**src/hdl/samn_pkg.sv**
```systemverilog
// Shared types and constants for the sensor average min/max normaliser.
`timescale 1ns / 1ps

package samn_pkg;

  localparam int NCH      = 6;
  localparam int SAMPLE_W = 12;
  localparam int SUM_W    = 16;
  localparam int LEVEL_W  = 7;
  localparam int FIELD_W  = 9;
  localparam int CEN_W    = 7;
  localparam int CH_IDX_W = 3;
  localparam int DATA_W   = 72;

  // Shared divider: numerator and denominator widths, quotient bits per cycle
  localparam int DIV_NUM_W = 20;
  localparam int DIV_DEN_W = 14;
  localparam int DIV_STEPS = 2;

  localparam int LEVEL_MAX = 100;

  typedef logic [SAMPLE_W-1:0]  sample_t;
  typedef logic [SUM_W-1:0]     sum_t;
  typedef logic [LEVEL_W-1:0]   level_t;
  typedef logic [DIV_NUM_W-1:0] div_num_t;
  typedef logic [DIV_DEN_W-1:0] div_den_t;
  typedef logic [CH_IDX_W-1:0]  ch_idx_t;

  localparam sample_t MIN_RESET [NCH] = '{12'd120, 12'd120, 12'd999, 12'd999, 12'd120, 12'd120};
  localparam sample_t MAX_RESET [NCH] =
    '{12'd2500, 12'd2500, 12'd999, 12'd999, 12'd2500, 12'd2500};

  // Centroid weights; outer channels carry no weight and are left out of the sum
  localparam logic [6:0] CEN_WEIGHT [NCH] = '{7'd0, 7'd1, 7'd15, 7'd65, 7'd79, 7'd0};
  localparam logic [NCH-1:0] CEN_MEMBER = 6'b011110;

  localparam ch_idx_t LAST_CH = 3'd5;

  typedef struct packed {
    logic     start;
    div_num_t num;
    div_den_t den;
  } div_req_t;

  typedef struct packed {
    logic     busy;
    logic     done;
    div_num_t quo;
  } div_rsp_t;

  typedef enum logic [3:0] {
    ST_IDLE,
    ST_AVG_GO,
    ST_AVG_WAIT,
    ST_RANGE,
    ST_LEVEL_GO,
    ST_LEVEL_WAIT,
    ST_NEXT,
    ST_CEN_GO,
    ST_CEN_WAIT,
    ST_OUT
  } seq_state_t;

endpackage

```
**src/hdl/samn_div.sv**
```systemverilog
// Shared restoring divider, DIV_STEPS quotient bits per cycle.
`timescale 1ns / 1ps

module samn_div (
  input  logic               clk,
  input  logic               rst,
  input  samn_pkg::div_req_t req,
  output samn_pkg::div_rsp_t rsp
);

  localparam int NUM_W  = samn_pkg::DIV_NUM_W;
  localparam int DEN_W  = samn_pkg::DIV_DEN_W;
  localparam int ITER   = NUM_W / samn_pkg::DIV_STEPS;
  localparam int ITER_W = $clog2(ITER + 1);

  logic              busy;
  logic              done;
  logic [ITER_W-1:0] cnt;
  logic [DEN_W-1:0]  rem;
  logic [NUM_W-1:0]  quo;
  logic [DEN_W-1:0]  den;

  logic [DEN_W-1:0]  rem_next;
  logic [NUM_W-1:0]  quo_next;
  logic [DEN_W:0]    trial;

  always_comb begin
    rem_next = rem;
    quo_next = quo;
    trial    = '0;
    for (int k = 0; k < samn_pkg::DIV_STEPS; k++) begin
      trial    = {rem_next, quo_next[NUM_W-1]};
      quo_next = {quo_next[NUM_W-2:0], 1'b0};
      if (trial >= {1'b0, den}) begin
        rem_next    = DEN_W'(trial - {1'b0, den});
        quo_next[0] = 1'b1;
      end else begin
        rem_next = trial[DEN_W-1:0];
      end
    end
  end

  always_ff @(posedge clk) begin
    if (rst) begin
      busy <= 1'b0;
      done <= 1'b0;
      cnt  <= '0;
    end else begin
      done <= !req.start && busy && (cnt == ITER_W'(1));
      if (req.start) begin
        busy <= 1'b1;
        cnt  <= ITER_W'(ITER);
      end else if (busy) begin
        cnt <= cnt - 1'b1;
        if (cnt == ITER_W'(1)) begin
          busy <= 1'b0;
        end
      end
    end
  end

  always_ff @(posedge clk) begin
    if (req.start) begin
      rem <= '0;
      quo <= req.num;
      den <= req.den;
    end else if (busy) begin
      rem <= rem_next;
      quo <= quo_next;
    end
  end

  assign rsp.busy = busy;
  assign rsp.done = done;
  assign rsp.quo  = quo;

endmodule

```
**src/hdl/sensor_avg_minmax_normalizer_core.sv**
```systemverilog
// Top level: round accumulation, sequencer and datapath around the shared divider.
// A round that completes no average is taken in the idle state, and the block stays ready for the next.
// A completing round raises m_tvalid after up to 13 divisions, a range and a step state per
// channel and the output load, plus any m_tready stall.
// No new round is accepted until the sequencer has loaded the output of a completed set.
// Reset (rst, synchronous): clears sums and round count, loads range defaults, drops m_tvalid.
`timescale 1ns / 1ps

module sensor_avg_minmax_normalizer_core #(
  parameter int AVG_COUNT   = 12,
  parameter int SAMPLE_BITS = 12
) (
  input  logic                        clk,
  input  logic                        rst,
  // s_tdata, lowest bit up: sample_ch0[11:0], sample_ch1 .. sample_ch5 (12 bits each)
  input  logic                        s_tvalid,
  output logic                        s_tready,
  input  logic [samn_pkg::DATA_W-1:0] s_tdata,
  // m_tdata, lowest bit up: level_ch0..level_ch5 (7 bits each), field_strength (9),
  // line_centroid (7), zero_span_mask (6), centroid_invalid (1), 7 zero bits
  output logic                        m_tvalid,
  input  logic                        m_tready,
  output logic [samn_pkg::DATA_W-1:0] m_tdata
);

  localparam int NCH      = samn_pkg::NCH;
  localparam int SAMPLE_W = samn_pkg::SAMPLE_W;

  // Keep only the low SAMPLE_BITS of each sample
  localparam samn_pkg::sample_t SAMPLE_MASK = SAMPLE_W'((1 << SAMPLE_BITS) - 1);
  localparam logic [4:0]          AVG_LAST   = 5'(AVG_COUNT);
  localparam samn_pkg::div_den_t  AVG_DEN    = samn_pkg::DIV_DEN_W'(AVG_COUNT);

  samn_pkg::seq_state_t state, state_next;
  samn_pkg::ch_idx_t    chan;
  logic [3:0]           round_count;
  samn_pkg::sum_t       channel_sum [NCH];
  samn_pkg::sample_t    channel_min [NCH];
  samn_pkg::sample_t    channel_max [NCH];

  samn_pkg::sample_t    avg;
  samn_pkg::level_t     level [NCH];
  logic [NCH-1:0]       zmask;
  samn_pkg::div_num_t   cen_num;
  samn_pkg::div_den_t   cen_den;
  logic [6:0]           cen;
  logic                 inv;

  samn_pkg::div_req_t   div_req;
  samn_pkg::div_rsp_t   div_rsp;

  logic                 in_acc;
  logic                 round_done;
  logic                 out_free;
  logic                 out_load;
  logic                 level_skip;
  samn_pkg::sample_t    lo, hi;
  samn_pkg::sample_t    span;
  samn_pkg::sample_t    offset;
  samn_pkg::div_num_t   level_num;
  samn_pkg::sample_t    sample [NCH];
  logic [samn_pkg::FIELD_W-1:0] field_strength;

  samn_div u_div (
    .clk (clk),
    .rst (rst),
    .req (div_req),
    .rsp (div_rsp)
  );

  // Unpack and mask the six samples of the incoming round
  always_comb begin
    for (int c = 0; c < NCH; c++) begin
      sample[c] = s_tdata[c*SAMPLE_W +: SAMPLE_W] & SAMPLE_MASK;
    end
  end

  assign in_acc     = s_tvalid && s_tready;
  assign round_done = ({1'b0, round_count} + 5'd1) >= AVG_LAST;
  assign out_free   = !m_tvalid || m_tready;

  // Range of the current channel, already widened by the range step
  assign lo         = channel_min[chan];
  assign hi         = channel_max[chan];
  assign level_skip = (hi <= lo) || (avg < lo);
  assign span       = hi - lo;
  assign offset     = avg - lo;
  // offset * 100 as shifts and adds
  assign level_num  = (samn_pkg::DIV_NUM_W'(offset) << 6) + (samn_pkg::DIV_NUM_W'(offset) << 5)
                    + (samn_pkg::DIV_NUM_W'(offset) << 2);

  // Next state
  always_comb begin
    state_next = state;
    unique case (state)
      samn_pkg::ST_IDLE: begin
        if (in_acc && round_done) state_next = samn_pkg::ST_AVG_GO;
      end
      samn_pkg::ST_AVG_GO:   state_next = samn_pkg::ST_AVG_WAIT;
      samn_pkg::ST_AVG_WAIT: begin
        if (div_rsp.done) state_next = samn_pkg::ST_RANGE;
      end
      samn_pkg::ST_RANGE:    state_next = samn_pkg::ST_LEVEL_GO;
      samn_pkg::ST_LEVEL_GO: begin
        state_next = level_skip ? samn_pkg::ST_NEXT : samn_pkg::ST_LEVEL_WAIT;
      end
      samn_pkg::ST_LEVEL_WAIT: begin
        if (div_rsp.done) state_next = samn_pkg::ST_NEXT;
      end
      samn_pkg::ST_NEXT: begin
        state_next = (chan == samn_pkg::LAST_CH) ? samn_pkg::ST_CEN_GO : samn_pkg::ST_AVG_GO;
      end
      samn_pkg::ST_CEN_GO: begin
        state_next = (cen_den == '0) ? samn_pkg::ST_OUT : samn_pkg::ST_CEN_WAIT;
      end
      samn_pkg::ST_CEN_WAIT: begin
        if (div_rsp.done) state_next = samn_pkg::ST_OUT;
      end
      samn_pkg::ST_OUT: begin
        if (out_free) state_next = samn_pkg::ST_IDLE;
      end
      default: state_next = samn_pkg::ST_IDLE;
    endcase
  end

  // Sequencer outputs: handshake, divider requests, output load
  always_comb begin
    s_tready      = 1'b0;
    out_load      = 1'b0;
    div_req.start = 1'b0;
    div_req.num   = samn_pkg::DIV_NUM_W'(channel_sum[chan]);
    div_req.den   = AVG_DEN;
    unique case (state)
      samn_pkg::ST_IDLE:     s_tready = 1'b1;
      samn_pkg::ST_AVG_GO:   div_req.start = 1'b1;
      samn_pkg::ST_LEVEL_GO: begin
        div_req.start = !level_skip;
        div_req.num   = level_num;
        div_req.den   = samn_pkg::DIV_DEN_W'(span);
      end
      samn_pkg::ST_CEN_GO: begin
        div_req.start = (cen_den != '0);
        div_req.num   = cen_num;
        div_req.den   = cen_den;
      end
      samn_pkg::ST_OUT: out_load = out_free;
      default: ;
    endcase
  end

  // Control state, sums and running range
  always_ff @(posedge clk) begin
    if (rst) begin
      state       <= samn_pkg::ST_IDLE;
      chan        <= '0;
      round_count <= '0;
      m_tvalid    <= 1'b0;
      for (int c = 0; c < NCH; c++) begin
        channel_sum[c] <= '0;
        channel_min[c] <= samn_pkg::MIN_RESET[c];
        channel_max[c] <= samn_pkg::MAX_RESET[c];
      end
    end else begin
      state <= state_next;
      if (in_acc) begin
        round_count <= round_done ? 4'd0 : 4'(round_count + 4'd1);
        for (int c = 0; c < NCH; c++) begin
          channel_sum[c] <= channel_sum[c] + samn_pkg::SUM_W'(sample[c]);
        end
        chan <= '0;
      end
      if (state == samn_pkg::ST_NEXT && chan != samn_pkg::LAST_CH) begin
        chan <= chan + 1'b1;
      end
      // Widen the range: minimum first, maximum only when the minimum holds
      if (state == samn_pkg::ST_RANGE) begin
        if (avg < channel_min[chan]) begin
          channel_min[chan] <= avg;
        end else if (avg > channel_max[chan]) begin
          channel_max[chan] <= avg;
        end
      end
      if (out_load) begin
        for (int c = 0; c < NCH; c++) begin
          channel_sum[c] <= '0;
        end
        m_tvalid <= 1'b1;
      end else if (m_tready) begin
        m_tvalid <= 1'b0;
      end
    end
  end

  // Per-round working values and the output register
  always_ff @(posedge clk) begin
    if (in_acc && round_done) begin
      zmask   <= '0;
      cen_num <= '0;
      cen_den <= '0;
    end
    if (state == samn_pkg::ST_AVG_WAIT && div_rsp.done) begin
      avg <= div_rsp.quo[SAMPLE_W-1:0];
    end
    // Accumulate centroid numerator and weight over the inner channels
    if (state == samn_pkg::ST_RANGE && samn_pkg::CEN_MEMBER[chan]) begin
      cen_num <= cen_num + samn_pkg::DIV_NUM_W'(avg)
                         * samn_pkg::DIV_NUM_W'(samn_pkg::CEN_WEIGHT[chan]);
      cen_den <= cen_den + samn_pkg::DIV_DEN_W'(avg);
    end
    if (state == samn_pkg::ST_LEVEL_GO && level_skip) begin
      level[chan] <= '0;
      if (hi == lo) zmask[chan] <= 1'b1;
    end
    if (state == samn_pkg::ST_LEVEL_WAIT && div_rsp.done) begin
      level[chan] <= (div_rsp.quo > samn_pkg::DIV_NUM_W'(samn_pkg::LEVEL_MAX))
                   ? samn_pkg::LEVEL_W'(samn_pkg::LEVEL_MAX)
                   : div_rsp.quo[samn_pkg::LEVEL_W-1:0];
    end
    if (state == samn_pkg::ST_CEN_GO && cen_den == '0) begin
      cen <= '0;
      inv <= 1'b1;
    end
    if (state == samn_pkg::ST_CEN_WAIT && div_rsp.done) begin
      cen <= div_rsp.quo[samn_pkg::CEN_W-1:0];
      inv <= 1'b0;
    end
    if (out_load) begin
      m_tdata <= {7'd0, inv, zmask, cen, field_strength,
                  level[5], level[4], level[3], level[2], level[1], level[0]};
    end
  end

  assign field_strength = 9'(level[0]) + 9'(level[1]) + 9'(level[4]) + 9'(level[5]);

  // Never start the divider while it is still busy
  a_div_no_restart: assert property (@(posedge clk) disable iff (rst)
    div_req.start |-> !div_rsp.busy)
    else $error("divider started while busy");

  a_div_done_expected: assert property (@(posedge clk) disable iff (rst)
    div_rsp.done |-> (state == samn_pkg::ST_AVG_WAIT || state == samn_pkg::ST_LEVEL_WAIT ||
                      state == samn_pkg::ST_CEN_WAIT))
    else $error("divider finished outside a wait state");

  a_range_ordered: assert property (@(posedge clk) disable iff (rst)
    channel_min[chan] <= channel_max[chan])
    else $error("channel minimum above maximum");

  a_result_from_out: assert property (@(posedge clk) disable iff (rst)
    $rose(m_tvalid) |-> $past(state == samn_pkg::ST_OUT))
    else $error("result raised outside the output step");

  a_busy_not_ready: assert property (@(posedge clk) disable iff (rst)
    div_rsp.busy |-> !s_tready)
    else $error("input taken while a division runs");

endmodule

```
**config.mk**
```make
export PLATFORM = sky130hd
export DESIGN_NAME = sensor_avg_minmax_normalizer_core
export DESIGN_NICKNAME = d
export VERILOG_FILES = /design/src/hdl/samn_pkg.sv /design/src/hdl/samn_div.sv /design/src/hdl/sensor_avg_minmax_normalizer_core.sv
export SDC_FILE = /design/constraint.sdc
export NUM_CORES = 1
export LEC_CHECK = 0
export ABC_AREA = 1
export BUFFER_PORTS_ARGS = -buffer_cell sky130_fd_sc_hd__buf_2
export CAP_MARGIN = 20
export CELL_PAD_IN_SITES_DETAIL_PLACEMENT = 0
export CELL_PAD_IN_SITES_GLOBAL_PLACEMENT = 1
export CORE_ASPECT_RATIO = 0.7
export CORE_MARGIN = 10
export CORE_UTILIZATION = 49
export CTS_BUF_LIST = sky130_fd_sc_hd__clkbuf_8 sky130_fd_sc_hd__clkbuf_16
export DETAILED_ROUTE_END_ITERATION = 7
export PLACE_DENSITY = 0.8
export SLEW_MARGIN = 20
export SYNTH_ARGS = -nofsm -noshare
export SYNTH_HDL_FRONTEND = slang
export SYNTH_SLANG_ARGS = --single-unit
```
**constraint.sdc**
```tcl
create_clock -name clk -period 6.75 [get_ports clk]
set_input_delay 0.3375 -clock clk [delete_from_list [all_inputs] [get_ports clk]]
set_output_delay 0.3375 -clock clk [all_outputs]
set_load 0.05 [all_outputs]
```
Yosys cells after proc, flatten, opt, wreduce, memory -nomap -nowiden
Memories as Yosys holds them, arrays and structs flattened. A register that Yosys moved wholly into a read port is not among the register bits. Cells that the tools add are included. W data, S select, Z words.

Bits in read-only memories: 64. Memories: 6. Flip-flop bits (word level): 191. Input bits: 76. RAM bits: 282. Bits in latches: 0.

Reductions and logical operators: 29. Order comparisons: 10. Muxes and demuxes: 92. Divide/modulo/power cells: 0. Bitwise logic cells: 15. Eq/ne operators: 18. $mul: 1. Shifts and indexed selects: 0. Add/sub/neg operators: 21.

Memory list: channel_sum (depth 6, width 16, rd ports 7, clocked after memory_dff 1, write ports 6, RTL line sensor_avg_minmax_normalizer_core.sv:37) `samn_pkg::sum_t channel_sum [NCH];`; channel_max (depth 6, width 12, rd ports 1, clocked after memory_dff 1, write ports 6, RTL line sensor_avg_minmax_normalizer_core.sv:39) `samn_pkg::sample_t channel_max [NCH];`; channel_min (depth 6, width 12, rd ports 1, clocked after memory_dff 1, write ports 6, RTL line sensor_avg_minmax_normalizer_core.sv:38) `samn_pkg::sample_t channel_min [NCH];`; (name not given) (depth 8, width 7, rd ports 1, clocked after memory_dff 0, write ports 0, RTL line sensor_avg_minmax_normalizer_core.sv:207) `* samn_pkg::DIV_NUM_W'(samn_pkg::CEN_WEIGHT[chan]);`; level (depth 6, width 7, rd ports 6, clocked after memory_dff 2, write ports 1, RTL line sensor_avg_minmax_normalizer_core.sv:42) `samn_pkg::level_t level [NCH];`; (name not given) (depth 8, width 1, rd ports 1, clocked after memory_dff 1, write ports 0, RTL line sensor_avg_minmax_normalizer_core.sv:205) `if (state == samn_pkg::ST_RANGE && samn_pkg::CEN_MEMBER[chan]) begin`.

Operators with widths (count): $mux W16 (12); $add A16 B12 Y16 (6); $mux W20 (4); $pmux W34 S2 (1); $mux W14 (4); $mux W7 (6); $pmux W4 S10 (1); $mux W3 (13); $mux W1 (35); $mux W4 (8); $ge A15 B14 Y1 (2); $sub A14 B14 Y14 (2); $mux W12 (2); $reduce_or A12 Y1 (2); $sub A12 B12 Y12 (2); $add A19 B14 Y20 (1); $add A20 B19 Y20 (1); $gt A20 B7 Y1 const B (1); $add A18 B17 Y19 (1); $mul A12 B7 Y19 (1); $mux W6 (3); $eq A4 B3 Y1 const B (4); $add A14 B12 Y14 (1); $logic_not A14 Y1 (1); 36 further kinds (72).

Depth between registers and ports, before layout
Depth in word-level cells: 8. Mapped depth: 30.

Modules after synthesis
Synthesis repeated with hierarchy kept, for this count alone.

Cells, all modules: 3758. Area total of the unflattened synthesis: 32949.1 sq um.

Modules (own cells, without submodules): sensor_avg_minmax_normalizer_core (area each 28815.1 sq um, sequential area each 13913.3 sq um, instances 1, cells each 3165); samn_div (area each 4134.0 sq um, sequential area each 1421.4 sq um, instances 1, cells each 593).

Worst setup path after synthesis
No wires, ideal clock.

Kind: reg2reg. Start: register state[0]. End: memory channel_sum[0][0] (netlist name), enable pin. Setup time: 540 ps. Arrival: 4522 ps. Setup slack: 1688 ps. Stages on the path, launching flop included: 5. Required time: 6210 ps. Path through: dfxtp_1 > inv_1 > nor2_1 > nand3_1 > o211ai_1.

RTL lines: start, declared (RTL line sensor_avg_minmax_normalizer_core.sv:34) `samn_pkg::seq_state_t state, state_next;`; start signal, assigned (RTL line sensor_avg_minmax_normalizer_core.sv:154) `state <= samn_pkg::ST_IDLE;`; start signal, assigned (RTL line sensor_avg_minmax_normalizer_core.sv:164) `state <= state_next;`; end, declared (RTL line sensor_avg_minmax_normalizer_core.sv:37).

==> flow_summary.json <==
{
  "nets": 4146,
  "insertion_delay_ns": 0.63,
  "final_cells": 4702,
  "fmax_ghz": 0.174,
  "die-area_um2": 77600,
  "end_kind": "register",
  "coreArea_um2": 66200,
  "crit_required_ns": 7.15,
  "drc": 0,
  "finClkSkew_ns": 0.0265,
  "ys.warnings.count": 0,
  "via_per_inst": 5.55,
  "drt_pass1_iterations": 5,
  "synth_cell_types": 59,
  "post-route-min-period_ns": 5.74,
  "hpwl_um": 73400,
  "slowest_delay_ns": 0.62,
  "drive_gt1_share_pct": 9.22,
  "grt_pass1_vias": 24300,
  "wl_per_cell_um": 20.7,
  "syn_avg_cell_area_um2": 8.99,
  "grt_max_degree": 72,
  "cts_setup_buffers": 0,
  "tritoncts": "done",
  "grtUsageTotal_pct": 24.6,
  "grtUsageMet1_pct": 39.1,
  "num_vias": 26100,
  "wl_um": 97500,
  "crit_chain": "buf_4 -> o21ai_0 -> o221ai_1 -> o21ai_0 -> ha_1 -> nand2_1 -> o21ai_0 -> a31o_2 -> xor2_1 -> inv_1 -> fa_1 -> inv_1 -> ha_1 -> inv_1 -> nor3_1 -> nand2_1 -> nand3_1 -> a21oi_1 -> or2_2 -> nand3_1 -> nand3_1 -> nand2_1 -> nand2_1",
  "crit_path_top_delay_cell": "buf_4",
  "maxCapViolCount": 0,
  "postRouteAntennaNets": 0,
  "ctsResizeCount": 0,
  "cts_buffers": 53,
  "cts.htree.levels": 2,
  "async_reset_ff_share_pct": 0,
  "clockBufferDepth": 3,
  "synth_edf_count": 482,
  "synthCells": 3634,
  "cp-start-kind": "register",
  "p_per_area_nw_per_um2": 303,
  "hold_violations": 0,
  "min_from": "m_tready",
  "crit_path_frequent_cell": "nand2_1",
  "power_uw": 11000,
  "status": "finished, final reports clean",
  "slew_viol_final": 0,
  "syn_to_final_growth_pct": 10.7,
  "slew_headroom_pct": 31.6,
  "initial_core_util_pct": 49.4,
  "grt_pass1_wl_um": 149000,
  "grt_overflow_total": 0,
  "die_x_um": 329,
  "die_y_um": 236,
  "placed_area_um2": 34300,
  "pin_count": 150,
  "port_buffers": 142,
  "crit_type": "reg -> reg",
  "finalSetupViolCount": 0,
  "grt_busiest_layer": "met1",
  "placed_cells": 4601,
  "finalSetupTns_ns": 0,
  "netlist_area_um2": 32700,
  "use_met2_pct": 33.7,
  "design_area_um2": 36200,
  "cp_max_fo": 71,
  "rsz0062_at_grt": "false",
  "clk_pin_slew_ns": 0.07,
  "yosysSeqAreaShare_pct": 46.9,
  "crit_arrival_ns": 6.14,
  "grtUsageMet3_pct": 5.07,
  "synthFlopType": "edfxtp_1",
  "leakage_uw": 0.0155,
  "hold_path_class": "in -> reg",
  "root_buffer": "clkbuf_16",
  "synth-seq-cells": 525,
  "gp_congestion": 0.930,
  "rows": 79,
  "clock-sinks": 525,
  "vdd_drop_max_v": 0.000207,
  "fin_crit_sh_pct": 85.0,
  "holdBufCountCts": 0,
  "drt_iter0_drc": 2831,
  "antenna_found_initial": 3,
  "worst_pin_slew_ns": 1.02
}
## path summary, 6_finish.rpt
kind                   end  slack, ns  cells after the start
max          u_div.quo[15]       1.01                     23
min               m_tvalid       0.09                      4
max reg2reg  u_div.quo[15]       1.01                     23
min reg2reg    m_tdata[17]       0.41                      0
## where the power goes
part / leakage [µW] / total [µW] / internal [µW] / switching, µW
clock: 0.000905 / 3170 / 1810 / 1360
combinational: 0.00988 / 3460 / 1110 / 2340
sequential: 0.00475 / 4320 / 4020 / 306
## logic make-up after synthesis
family	count (synthesis)	share of synthesized area, %
xor+xnor	57	1.53
simple gates	1358	17.7
compound gates	791	13.3
buf+inv	597	7.18
flops	525	46.9
fa+ha+maj	305	13.4
other cells	1	0.0115
## layout by cell type (no fill, tap or decap), types with 7 or more instances in the layout
master,n
o21a_1,25
edfxtp_1,482
o21ai_1,19
clkinv_2,10
o221ai_1,15
nand3_1,157
a211oi_1,7
bufinv_16,9
or2_2,13
a31oi_1,11
nand4_1,39
xor2_1,37
ha_1,232
buf_2,142
inv_1,468
nor2_2,10
dfxtp_1,41
a21o_1,11
nand3b_1,11
nor4_1,7
inv_2,14
nor2_1,439
clkbuf_16,54
nor2_4,12
clkinv_1,16
xnor2_1,20
nand2_1,610
fa_1,73
conb_1,7
o21ai_0,322
nand2_2,11
o21bai_1,15
o31ai_1,11
o22ai_1,46
a21oi_1,281
buf_4,40
nor3_1,26
## layout make-up
type / instances / area (µm²)
tap: 891 / 1110
fill: 6189 / 30100
clock inverter: 44 / 474
sequential: 525 / 15300
inverter: 484 / 1820
multi-input combinational: 2518 / 15000
clock buffer: 54 / 1350
antenna: 3 / 7.51
timing repair buffer: 183 / 1030
## cells in the mapped netlist (29+ instances only)
cell | number | share of area (%)
nand2_1 | 610 | 7.0
edfxtp_1 | 482 | 44
inv_1 | 465 | 5.3
nor2_1 | 440 | 5.1
o21ai_0 | 323 | 4.9
a21oi_1 | 281 | 4.3
ha_1 | 232 | 8.9
nand3_1 | 157 | 2.4
fa_1 | 73 | 4.5
clkbuf_1 | 63 | 0.72
o22ai_1 | 46 | 0.88
dfxtp_1 | 43 | 2.6
nand4_1 | 39 | 0.75
xor2_1 | 37 | 0.99
buf_2 | 29 | 0.44
## flip-flops by register name, indices dropped and copies added, names as in the netlist, 6 cells and up, named ones only
name / flops
avg: 12
level: 42
u_div.quo: 20
cen: 7
u_div.den: 14
u_div.rem: 14
cen_num: 20
channel_sum: 96
cen_den: 14
m_tdata: 65
channel_max: 96
channel_min: 96
zmask: 6
## metal layers
| layer | routed length, µm | vias to the layer above |
|---|---|---|
| met4 | 1560 | 0 |
| li1 | - | 12700 |
| met1 | 47300 | 12300 |
| met5 | 0 | - |
| met3 | 9450 | 100 |
| met2 | 39200 | 1038 |
## per-stage QoR
stage | util, % | worst slack (ns) | hold slack, ns
after floorplan | - | 1.69 | 0.400
after global placement | 51.9 | 1.21 | 0.403
after detailed placement | 51.9 | 1.13 | 0.405
after CTS | 54.6 | 1.14 | 0.0558
after global routing | 54.6 | 0.435 | 0.0823
final | 54.6 | 1.01 | 0.0889
## worst max-delay path, delay by kind of cell, from the launching register on
kind | cells | cell delay [ns]
AND/OR/NAND/NOR | 9 | 1.08
XOR/XNOR | 1 | 0.44
flip-flops | 1 | 0.33
buffers and inverters | 4 | 0.90
adder cells (fa/ha/maj) | 3 | 1.36
AO/OA/AOI/OAI | 6 | 1.37
(Power assumes the default switching activity.)
